`config.mk`:
```
export PLATFORM = sky130hd
export DESIGN_NAME = pcsa_div
export DESIGN_NICKNAME = d
export VERILOG_FILES = /design/src/design/pcsa_div.sv
export SDC_FILE = /design/constraint.sdc
export NUM_CORES = 1
export LEC_CHECK = 0
export ABC_AREA = 1
export BUFFER_PORTS_ARGS = -buffer_cell sky130_fd_sc_hd__buf_2
export CAP_MARGIN = 10
export CORE_MARGIN = 2
export CORE_UTILIZATION = 42
export CTS_BUF_LIST = sky130_fd_sc_hd__clkbuf_8 sky130_fd_sc_hd__clkbuf_16
export CTS_CLUSTER_SIZE = 30
export DETAILED_ROUTE_END_ITERATION = 7
export PLACE_DENSITY = 0.65
export SYNTH_ARGS = -nofsm -noshare
export SYNTH_HDL_FRONTEND = slang
export SYNTH_SLANG_ARGS = --single-unit
export TNS_END_PERCENT = 1
```
`constraint.sdc`:
```
create_clock -name clk_i -period 3.85 [get_ports clk_i]
set_clock_uncertainty 0.05 [all_clocks]
set_input_delay 0.77 -clock clk_i [delete_from_list [all_inputs] [get_ports clk_i]]
set_output_delay 0.77 -clock clk_i [all_outputs]
set_load 0.005 [all_outputs]
```
`src/design/pcsa_div.sv`:
```
// iterative restoring divider, one quotient bit per cycle
// no dependencies
`default_nettype none

module pcsa_div #(
  parameter int unsigned NUM_W = 22,
  parameter int unsigned DEN_W = 7
) (
  input  wire logic             clk_i,
  input  wire logic             rst_ni,
  input  wire logic             start_i,
  input  wire logic [NUM_W-1:0] num_i,
  input  wire logic [DEN_W-1:0] den_i,
  output logic                  done_o,
  output logic      [NUM_W-1:0] quo_o
);

  localparam int unsigned CNT_W = $clog2(NUM_W + 1);

  logic             busy_q, busy_d;
  logic             done_q, done_d;
  logic [CNT_W-1:0] cnt_q, cnt_d;
  logic [DEN_W-1:0] rem_q, rem_d;
  logic [NUM_W-1:0] quo_q, quo_d;
  logic [DEN_W-1:0] den_q, den_d;

  logic [DEN_W:0] trial;
  logic [DEN_W:0] diff;
  logic           ge;

  always_comb begin
    trial = {rem_q, quo_q[NUM_W-1]};
    diff  = trial - {1'b0, den_q};
    ge    = (trial >= {1'b0, den_q});

    busy_d = busy_q;
    done_d = 1'b0;
    cnt_d  = cnt_q;
    rem_d  = rem_q;
    quo_d  = quo_q;
    den_d  = den_q;

    if (start_i) begin
      busy_d = 1'b1;
      cnt_d  = CNT_W'(NUM_W);
      rem_d  = '0;
      quo_d  = num_i;
      den_d  = den_i;
    end else if (busy_q) begin
      // remainder stays below the divisor, so the low bits hold it
      rem_d = ge ? diff[DEN_W-1:0] : trial[DEN_W-1:0];
      quo_d = {quo_q[NUM_W-2:0], ge};
      cnt_d = cnt_q - CNT_W'(1);
      if (cnt_q == CNT_W'(1)) begin
        busy_d = 1'b0;
        done_d = 1'b1;
      end
    end
  end

  always_ff @(posedge clk_i or negedge rst_ni) begin
    if (!rst_ni) begin
      busy_q <= 1'b0;
      done_q <= 1'b0;
      cnt_q  <= '0;
    end else begin
      busy_q <= busy_d;
      done_q <= done_d;
      cnt_q  <= cnt_d;
    end
  end

  always_ff @(posedge clk_i) begin
    rem_q <= rem_d;
    quo_q <= quo_d;
    den_q <= den_d;
  end

  assign done_o = done_q;
  assign quo_o  = quo_q;

endmodule

`default_nettype wire

```
==> results of run 1 <==
## where the power goes
part           switching, mW  internal, mW
Sequential            0.0397         0.562
Clock                  0.157         0.144
Combinational          0.257         0.181
## worst register-to-register path: cells and delay by family (launching register included)
family | cells | cell delay, ps
adder cells (fa/ha/maj) | 2 | 640
AO/OA/AOI/OAI | 1 | 60
AND/OR/NAND/NOR | 7 | 610
buffers and inverters | 2 | 200
flip-flops | 1 | 390
## cell type report
cell class	instances	area, um^2
timing repair buffer	55	278
inverter	31	116
clock buffer	6	82.6
tap	70	87.6
clock inverter	2	12.5
fill	516	2450
multi-input combinational	175	891
sequential	43	1190
## layer usage
layer | GRT usage | vias to the layer above
li1 | - | 929
met1 | 0.213 | 787
met2 | 0.260 | 45
met3 | 0.0403 | 5
met4 | 0.0491 | 0
met5 | 0 | -
## state kept, by name, summed over array words and instances, names as in the netlist
name / count
quo_o: 22
den_q: 7
rem_q: 7
cnt_q: 5
busy_q: 1
done_o: 1
## Yosys cell counts (4+ instances only)
master / number / area, um^2
inv_1: 26 / 97.6
o21ai_1: 4 / 20.0
edfxtp_1: 29 / 871
dfxtp_1: 7 / 140
dfrtp_1: 7 / 175
inv_2: 5 / 18.8
nor2_1: 7 / 26.3
nand3_1: 20 / 100
nand3b_1: 5 / 37.5
ha_1: 9 / 113
nand2_1: 109 / 409
## kinds of logic (layout without fill, tap and decap cells)
family | count (synthesis) | after routing | share of synthesized area
XOR/XNOR | 2 | 2 | 0.00792
AO/OA/AOI/OAI | 10 | 10 | 0.0311
adder cells (fa/ha/maj) | 10 | 10 | 0.0599
flip-flops | 43 | 43 | 0.536
AND/OR/NAND/NOR | 153 | 153 | 0.304
buffers and inverters | 36 | 94 | 0.0616
## stage by stage
stage | hold slack (ps) | instance area (um^2) | cells | utilization
2_1_floorplan | 393 | 2210 | 254 | -
3_3_place_gp | 413 | 2560 | 374 | 0.501
3_5_place_dp | 414 | 2560 | 374 | 0.501
4_1_cts | 240 | 2650 | 382 | 0.520
5_1_grt | 235 | 2650 | 382 | 0.520
6_report | 235 | 2650 | 382 | 0.520
## worst max path at each step
stage | startpoint | to | slack (ps)
after floorplan | start_i | quo_o[0] | 1900
after global placement | start_i | quo_o[15] | 1740
after detailed placement | start_i | quo_o[16] | 1760
after CTS | quo_o[21] | rem_q[0] | 1840
after global routing | quo_o[21] | rem_q[5] | 1680
final | quo_o[21] | rem_q[0] | 1850
==> metrics.txt, run 1 <==
clock latency on the worst-skew pair approximately 300 ps; startpoint types register; peak per-stage delay on the critical path approximately 400 ps; status finished clean; Worst Slack Setup Final 1850 ps; Static Leak between 1 and 1.5 nW; Cell Chain, Critical Path inv_1, ha_1, fa_1, inv_1, nand2_1, nand2_1, nand2_1, nand2_1, nand2_2, nand3_1, nand3_1, o21ai_2; critical path depth 12; PortBufs 54; pre-CTS setup slack between 1500 and 2000 ps; Die H around 77 um; vias in the first global route 1676; Worst Tran Pin Value 906 ps; Slew Viols, Final 0; WL/cell about 12 um; total number of yosys warnings 0; clk slew on worst S/H paths 90 ps; top sig layer met4; Most Frequent Cell on Critical Path nand2_1; Clock Sinks 43; worst vdd ir 204 uV; Worst R2R Setup Slack between 1500 and 2000 ps; vias per cell approximately 4.6; R2R depth 12; CTS tree done; final worst path period share 0.520; syn_nets slightly below 300; Core Area about 5100 um^2; IO Count 55; Post-synth EDFFs 29; initial drt markers 99; Routed Antenna Nets 0; commonest non-fill, non-tap cell in the layout nand2_1; capturing point of the worst reg2reg path rem_q[0]; Data arrival, critical path around 2200 ps; Hold Path Class in -> async; RSZ-0062 raised after global routing false; Mapped Area roughly 2200 um^2; setup violators final 0; total gr overflow 0; CTS max path bufs 2; Die Area about 6000 um^2; CTS-repair resized insts 0; Buf/Inv on CP 2; M1 wire length 2.11 mm; max frequency between 0.4 and 0.5 GHz; CP required roughly 4000 ps; DR WL met2 roughly 2.1 mm; Die W around 77 um; worst relative slew slack 0.395; Hold-fix buffers, CTS 0; total length of routed wires around 4.5 mm; CP top delay family adder cells; antenna violations before repair 0; H-tree levels 2; Crit Path Max Fanout 8; dominant synthesized flop cell edfxtp_1; fin crit period 2000 ps; DR pass1 iterations 4; Netlist cell types 29; drc violations 0; total power about 1.3 mW; DR vias 1766; Pwr Density roughly 510 nW/um^2; CTS Buf Count 5; Reg2Reg Launch Point quo_o[21]; Fin. Hold Viols 0; Layout Area Growth over Synthesis 19.9%; max-cap violation count 0; CP max-delay cell fa_1; Root Driver clkbuf_8; GRT Util Overall 0.161; nets roughly 350; Mean Syn Cell Area 8.71 um^2; routability-driven placement congestion ratio 0.882; # Post-CTS Setup Buffers 0; first-pass GRT wire length 7.67 mm; Initial Util 0.433; commonest non-fill, non-tap cells in the layout 109 x nand2_1, 54 x buf_2, 29 x edfxtp_1; Worst Path Class, Setup reg -> reg; Async SR Flop Fraction 0.163; largest net degree at the start of global routing 32; Critical Path Sink Type register; Synth Register Bits 43; Cells after Synth ~250; register area share after synthesis 0.536; DR WL met3 roughly 230 um; dpl hpwl between 3 and 4 mm; final setup TNS 0 ps; proportion of layout cells with a drive suffix above 1 0.247; Rows 26; Ant. Diodes 0
No activity file was read; power rests on OpenSTA's default activity.
==> run 2, diff against run 1 <==
- ABC_AREA: 1 -> 0
- PLACE_DENSITY: 0.65 -> 0.68
- clock period: 3.85 -> 1.61 ns (I/O delays scaled with it)
==> run 2 against run 1 <==
Against the previous run: the flow now finishes with violations (negative setup slack); via count is 5.5% lower; routed wire length grew 5.3%; clock power grew to 2.8 times the previous value; sequential cell count unchanged; die area up 3.8%; first-iteration DRC count grew 15%; critical path type unchanged.
==> metrics.txt, run 2 <==
largest net degree at the start of global routing 28; Yosys top cell by area edfxtp_1; max frequency approximately 0.5 GHz; capturing point of the worst reg2reg path rem_q[2]; Initial Util 0.442; Hold Path Class in -> reg; Switching Share 0.300; Logic pwr share 0.354; switching power around 1.1 mW; vias in the first global route about 1700; status complete, but fails checks; Reg2Reg Launch Point den_q[0]; Int Power between 2 and 2.5 mW; Layout fillers 450; Synth Register Bits between 40 and 50; Worst Path Class, Setup reg -> reg; Fin. Hold Viols 0; Static Leak roughly 1.3 nW; R2R depth 6; Mean Syn Cell Area 12.2 um^2; CTS tree done; routability-driven placement congestion ratio 0.806; register area ~1200 um^2; Root Driver clkbuf_8; Cells after DPL 330; peak per-stage delay on the critical path between 400 and 500 ps; register area share after synthesis 0.515; total gr overflow 0; clk slew on worst S/H paths roughly 90 ps; footprint of the multi-input gates around 1100 um^2; initial drt markers roughly 110; top area cells in the synthesized netlist edfxtp_1 38%, mux2_2 10%, dfrtp_1 7.6%; dominant synthesized flop cell edfxtp_1; commonest non-fill, non-tap cells in the layout 54 x buf_2, 29 x edfxtp_1, 25 x buf_4; final worst path period share 1.23; drc violations 0; CP max-delay cell edfxtp_1; Async SR Flop Fraction 0.163; setup violators final 8; syn_nets 231; proportion of layout cells with a drive suffix above 1 0.487; Hold Crit Depth 1; Final Core Density 0.581; Layout Area Growth over Synthesis 31.3%; CTS Buf Count 5; CTS max path bufs 2; Cells after Synth roughly 190; Die W about 80 um; CP top delay family compound AO/OA/AOI/OAI gates; Buf/Inv on CP 0; DR vias approximately 1700; vias per cell slightly below 5; Mapped Area between 2000 and 2500 um^2; Worst Slack Setup Final -364 ps; antenna violations before repair 0; Setup crit start den_q[0]; total number of yosys warnings 0; H-tree levels 2; clock share of power 0.238; Clock Sinks 43; nets a little over 300; Post-synth EDFFs 29; max reg flops 22; failing checks negative setup slack; Crit Path Max Fanout 6; Commonest cells post-synth 29 x edfxtp_1, 21 x mux2_2, 14 x inv_1; Core Area 5200 um^2; dpl hpwl between 3 and 4 mm; Netlist cell types 47; Ant. Diodes 0; worst relative slew slack 0.640; Worst Tran Pin Value about 540 ps; PortBufs between 50 and 60; Worst R2R Setup Slack -360 ps; power share of the sequential group 0.408; Routed Antenna Nets 0; total length of routed wires ~4.7 mm; Cell Chain, Critical Path ha_4, fa_2, nand2b_4, a211o_1, and3_4, a311oi_2; WL/cell about 14 um; Yosys top cell area share 0.378; Rows 26; Final Non-Filler Cells roughly 340; commonest non-fill, non-tap cell in the layout buf_2; count leader, synth edfxtp_1; DR pass1 iterations 6; Worst Hold Launch den_i[2]; clock latency on the worst-skew pair roughly 290 ps; Critical Path Sink Type register; max-cap violation count 0; Die H 78.0 um; GRT Util Overall 0.160; Die Area ~6000 um^2; pre-CTS setup slack -466 ps; Pwr Density 1170 nW/um^2; RSZ-0062 raised after global routing true; Slew Viols, Final 0; worst vdd ir between 700 and 800 uV; IO Count 55; Data arrival, critical path around 2100 ps; fin crit period approximately 2000 ps; hold worst-path end den_q[2]; first-pass GRT wire length 7.76 mm; startpoint types register; CP required 1770 ps
==> run 2: cell count changes in the layout (fill, tap and decap cells not counted), sizes merged, moves of 5 or more <==
cell / before / now
buf: 55 / 82
inv: 32 / 14
mux2: 0 / 21
nand2: 110 / 9
nand2b: 0 / 8
nand3: 23 / 2
nor3b: 0 / 6
xnor2: 0 / 5
==> run 2: power groups by stage <==
stage	Sequential (mW)	Combinational, mW	Clock, mW
2_1_floorplan	1.46	0.744	0
3_3_place_gp	1.46	1.17	0
3_5_place_dp	1.46	1.20	0
4_1_cts	1.44	1.23	0.862
5_1_grt	1.47	1.39	0.909
6_report	1.45	1.25	0.842
==> run 2: stage by stage <==
step | hold slack (ps) | cell area (um^2) | power, mW | setup TNS [ps]
finish | 154 | 3020 | 3.54 | -2610
global route | 136 | 3020 | 3.76 | -3220
CTS | 143 | 2980 | 3.53 | -2730
detailed placement | 114 | 2840 | 2.66 | -3290
global placement | 111 | 2840 | 2.64 | -2950
floorplan | -23.6 | 2310 | 2.20 | -3770
==> run 2: timing repair <==
item	in CTS	in global routing
hold buffers	1	0
endpoints found under the setup margin	8	9
pin swaps	0	2
resized for setup	6	6
endpoints found under the hold margin	7	0
buffers inserted	0	0
==> run 2: area by class of cell <==
cell class,instances,area share
timing repair buffer,83,0.172
clock buffer,5,0.0228
sequential,43,0.393
tap,70,0.0290
inverter,14,0.0174
clock inverter,3,0.0145
multi-input combinational,121,0.352
==> run 2: worst max path at each step <==
stage	to	depth (start not counted)
2_1_floorplan	rem_q[0]	9
3_3_place_gp	rem_q[0]	7
3_5_place_dp	rem_q[0]	7
4_1_cts	rem_q[4]	8
5_1_grt	rem_q[5]	7
6_report	rem_q[2]	6
==> run 2: routing by layer <==
layer	vias to the layer above	routed length (um)	GRT usage
met5	-	0	0
met4	0	29	0.0474
met3	4	158	0.0322
met2	32	2350	0.272
met1	787	2160	0.209
li1	845	-	-
==> run 2: logic make-up (layout without fill, tap and decap cells) <==
kind of cell               after synthesis  in the layout  share of synthesized area
and+or+nand+nor                         52             52                      0.132
muxes                                   22             22                      0.107
AOI/OAI and AO/OA                       30             30                      0.112
adders and majority gates               10             10                     0.0576
buffers and inverters                   25            105                     0.0495
DFF                                     43             43                      0.515
xor gates and xnor gates                 7              7                     0.0266
==> run 3, diff against run 2 <==
- CORE_MARGIN: 2 -> default
==> run 3 against run 2 <==
Against the previous run: the flow still finishes with violations (negative setup slack); final cell count grew 0.59%; combinational power barely moved; maximum frequency up 0.20%; critical path type unchanged; largest cell class unchanged.
==> metrics.txt, run 3 (synthesis gave the netlist of run 2 again) <==
total length of routed wires 4.44 mm; CP required between 1500 and 2000 ps; WL/cell roughly 13 um; commonest non-fill, non-tap cell in the layout buf_2; clock latency on the worst-skew pair slightly below 300 ps; Die W ~76 um; largest net degree at the start of global routing 33; Worst Slack Setup Final -360 ps; clock share of power 0.198; Clock Sinks 43; nets 312; vias in the first global route around 1700; Logic pwr share 0.375; Cells after DPL roughly 330; power share of the sequential group 0.426; fin area about 3000 um^2; antenna violations before repair 0; setup violators final 8; pre-CTS setup slack -438 ps; PortBufs 54; Worst Path Class, Setup reg -> reg; max frequency between 0.5 and 0.6 GHz; Ant. Diodes 0; Hold Path Class in -> reg; CTS tree done; DR pass1 iterations 4; Rows 26; post-place instance area between 2000 and 3000 um^2; # Post-CTS Setup Buffers 0; status complete, but fails checks; worst relative slew slack 0.658; Slew Viols, Final 0; CTS max path bufs 2; first-pass GRT wire length around 7.4 mm; Switching Share 0.308; Layout fillers around 450; drc violations 0; Worst Tran Pin Value between 500 and 600 ps; Int Power 2.34 mW; max reg flops 22; worst vdd ir 627 uV; Crit Path Max Fanout 8; footprint of the multi-input gates 1070 um^2; DR vias 1670; Fin. Hold Viols 0; Critical Path Sink Type register; failing checks negative setup slack; Final Non-Filler Cells 341; startpoint types register; clk slew on worst S/H paths ~90 ps; register area 1190 um^2; Pwr Density between 1000 and 1500 nW/um^2; routability-driven placement congestion ratio approximately 0.80; dpl hpwl 3.30 mm; Layout Area Growth over Synthesis 30.7%; Die H between 70 and 80 um; final worst path period share 1.22; Initial Util 0.442; commonest non-fill, non-tap cells in the layout 54 x buf_2, 29 x edfxtp_1, 28 x buf_4; switching power ~1.0 mW; GRT Util Overall 0.160; Routed Antenna Nets 0; Data arrival, critical path roughly 2200 ps; fin crit period around 2000 ps; total gr overflow 0; Final Core Density 0.578; Root Driver clkbuf_8; max-cap violation count 0; RSZ-0062 raised after global routing true; initial drt markers 85; IO Count 55; Static Leak ~1.3 nW; H-tree levels 2; Core Area roughly 5200 um^2; Die Area around 5800 um^2; CTS Buf Count 5; proportion of layout cells with a drive suffix above 1 0.494; vias per cell ~4.9
[run 3: final timing paths]
check / from / end / slack, ps / cells past startpoint
worst max-delay path: den_q[0] / rem_q[5] / -360 / 7
worst min-delay path: den_i[6] / den_q[6] / 150 / 1
worst max register to register: den_q[0] / rem_q[5] / -360 / 7
worst min register to register: cnt_q[4] / cnt_q[4] / 500 / 2
max in group asynchronous: rst_ni / cnt_q[0] / 1030 / 2
min in group asynchronous: rst_ni / cnt_q[3] / 330 / 2
[run 3: area by class of cell]
cell class,instances,area share
clock buffer,5,0.0229
clock inverter,3,0.00541
inverter,14,0.0175
multi-input combinational,121,0.357
sequential,43,0.394
tap,70,0.0291
timing repair buffer,85,0.173
[run 3: stage by stage]
step           TNS, ps  hold WS (ps)  power, mW
3_5_place_dp     -3200           111       2.67
2_1_floorplan    -3770         -23.6       2.20
4_1_cts          -2910           143       3.40
6_report         -2530           151       3.38
5_1_grt          -3040           132       3.60
3_3_place_gp     -2960           111       2.66
[run 3: per-layer routing]
layer	global-route usage	vias to the layer above	wire (um)
li1	-	852	-
met5	0	-	0
met3	0.0407	4	114
met2	0.273	26	2220
met1	0.202	788	2070
met4	0.0462	0	32
[run 3: critical path: stages (launching register included)]
cell and delay, ps:
edfxtp_1 420, ha_4 180, fa_2 330, nand2b_4 150, a211o_1 280, buf_6 150, a31o_4 240, o21ai_1 110
[run 3: repair_timing]
| action | in CTS | in global routing |
|---|---|---|
| hold endpoints to repair | 7 | 0 |
| endpoints found under the setup margin | 8 | 9 |
| resized for setup | 11 | 3 |
| hold buffers | 1 | 0 |
| pin swaps | 6 | 3 |
[run 3: power groups by stage]
stage	sequential [mW]	clock, mW	combinational, mW
global route	1.46	0.738	1.40
floorplan	1.46	0	0.744
global placement	1.46	0	1.20
finish	1.44	0.670	1.27
CTS	1.44	0.693	1.26
detailed placement	1.46	0	1.21
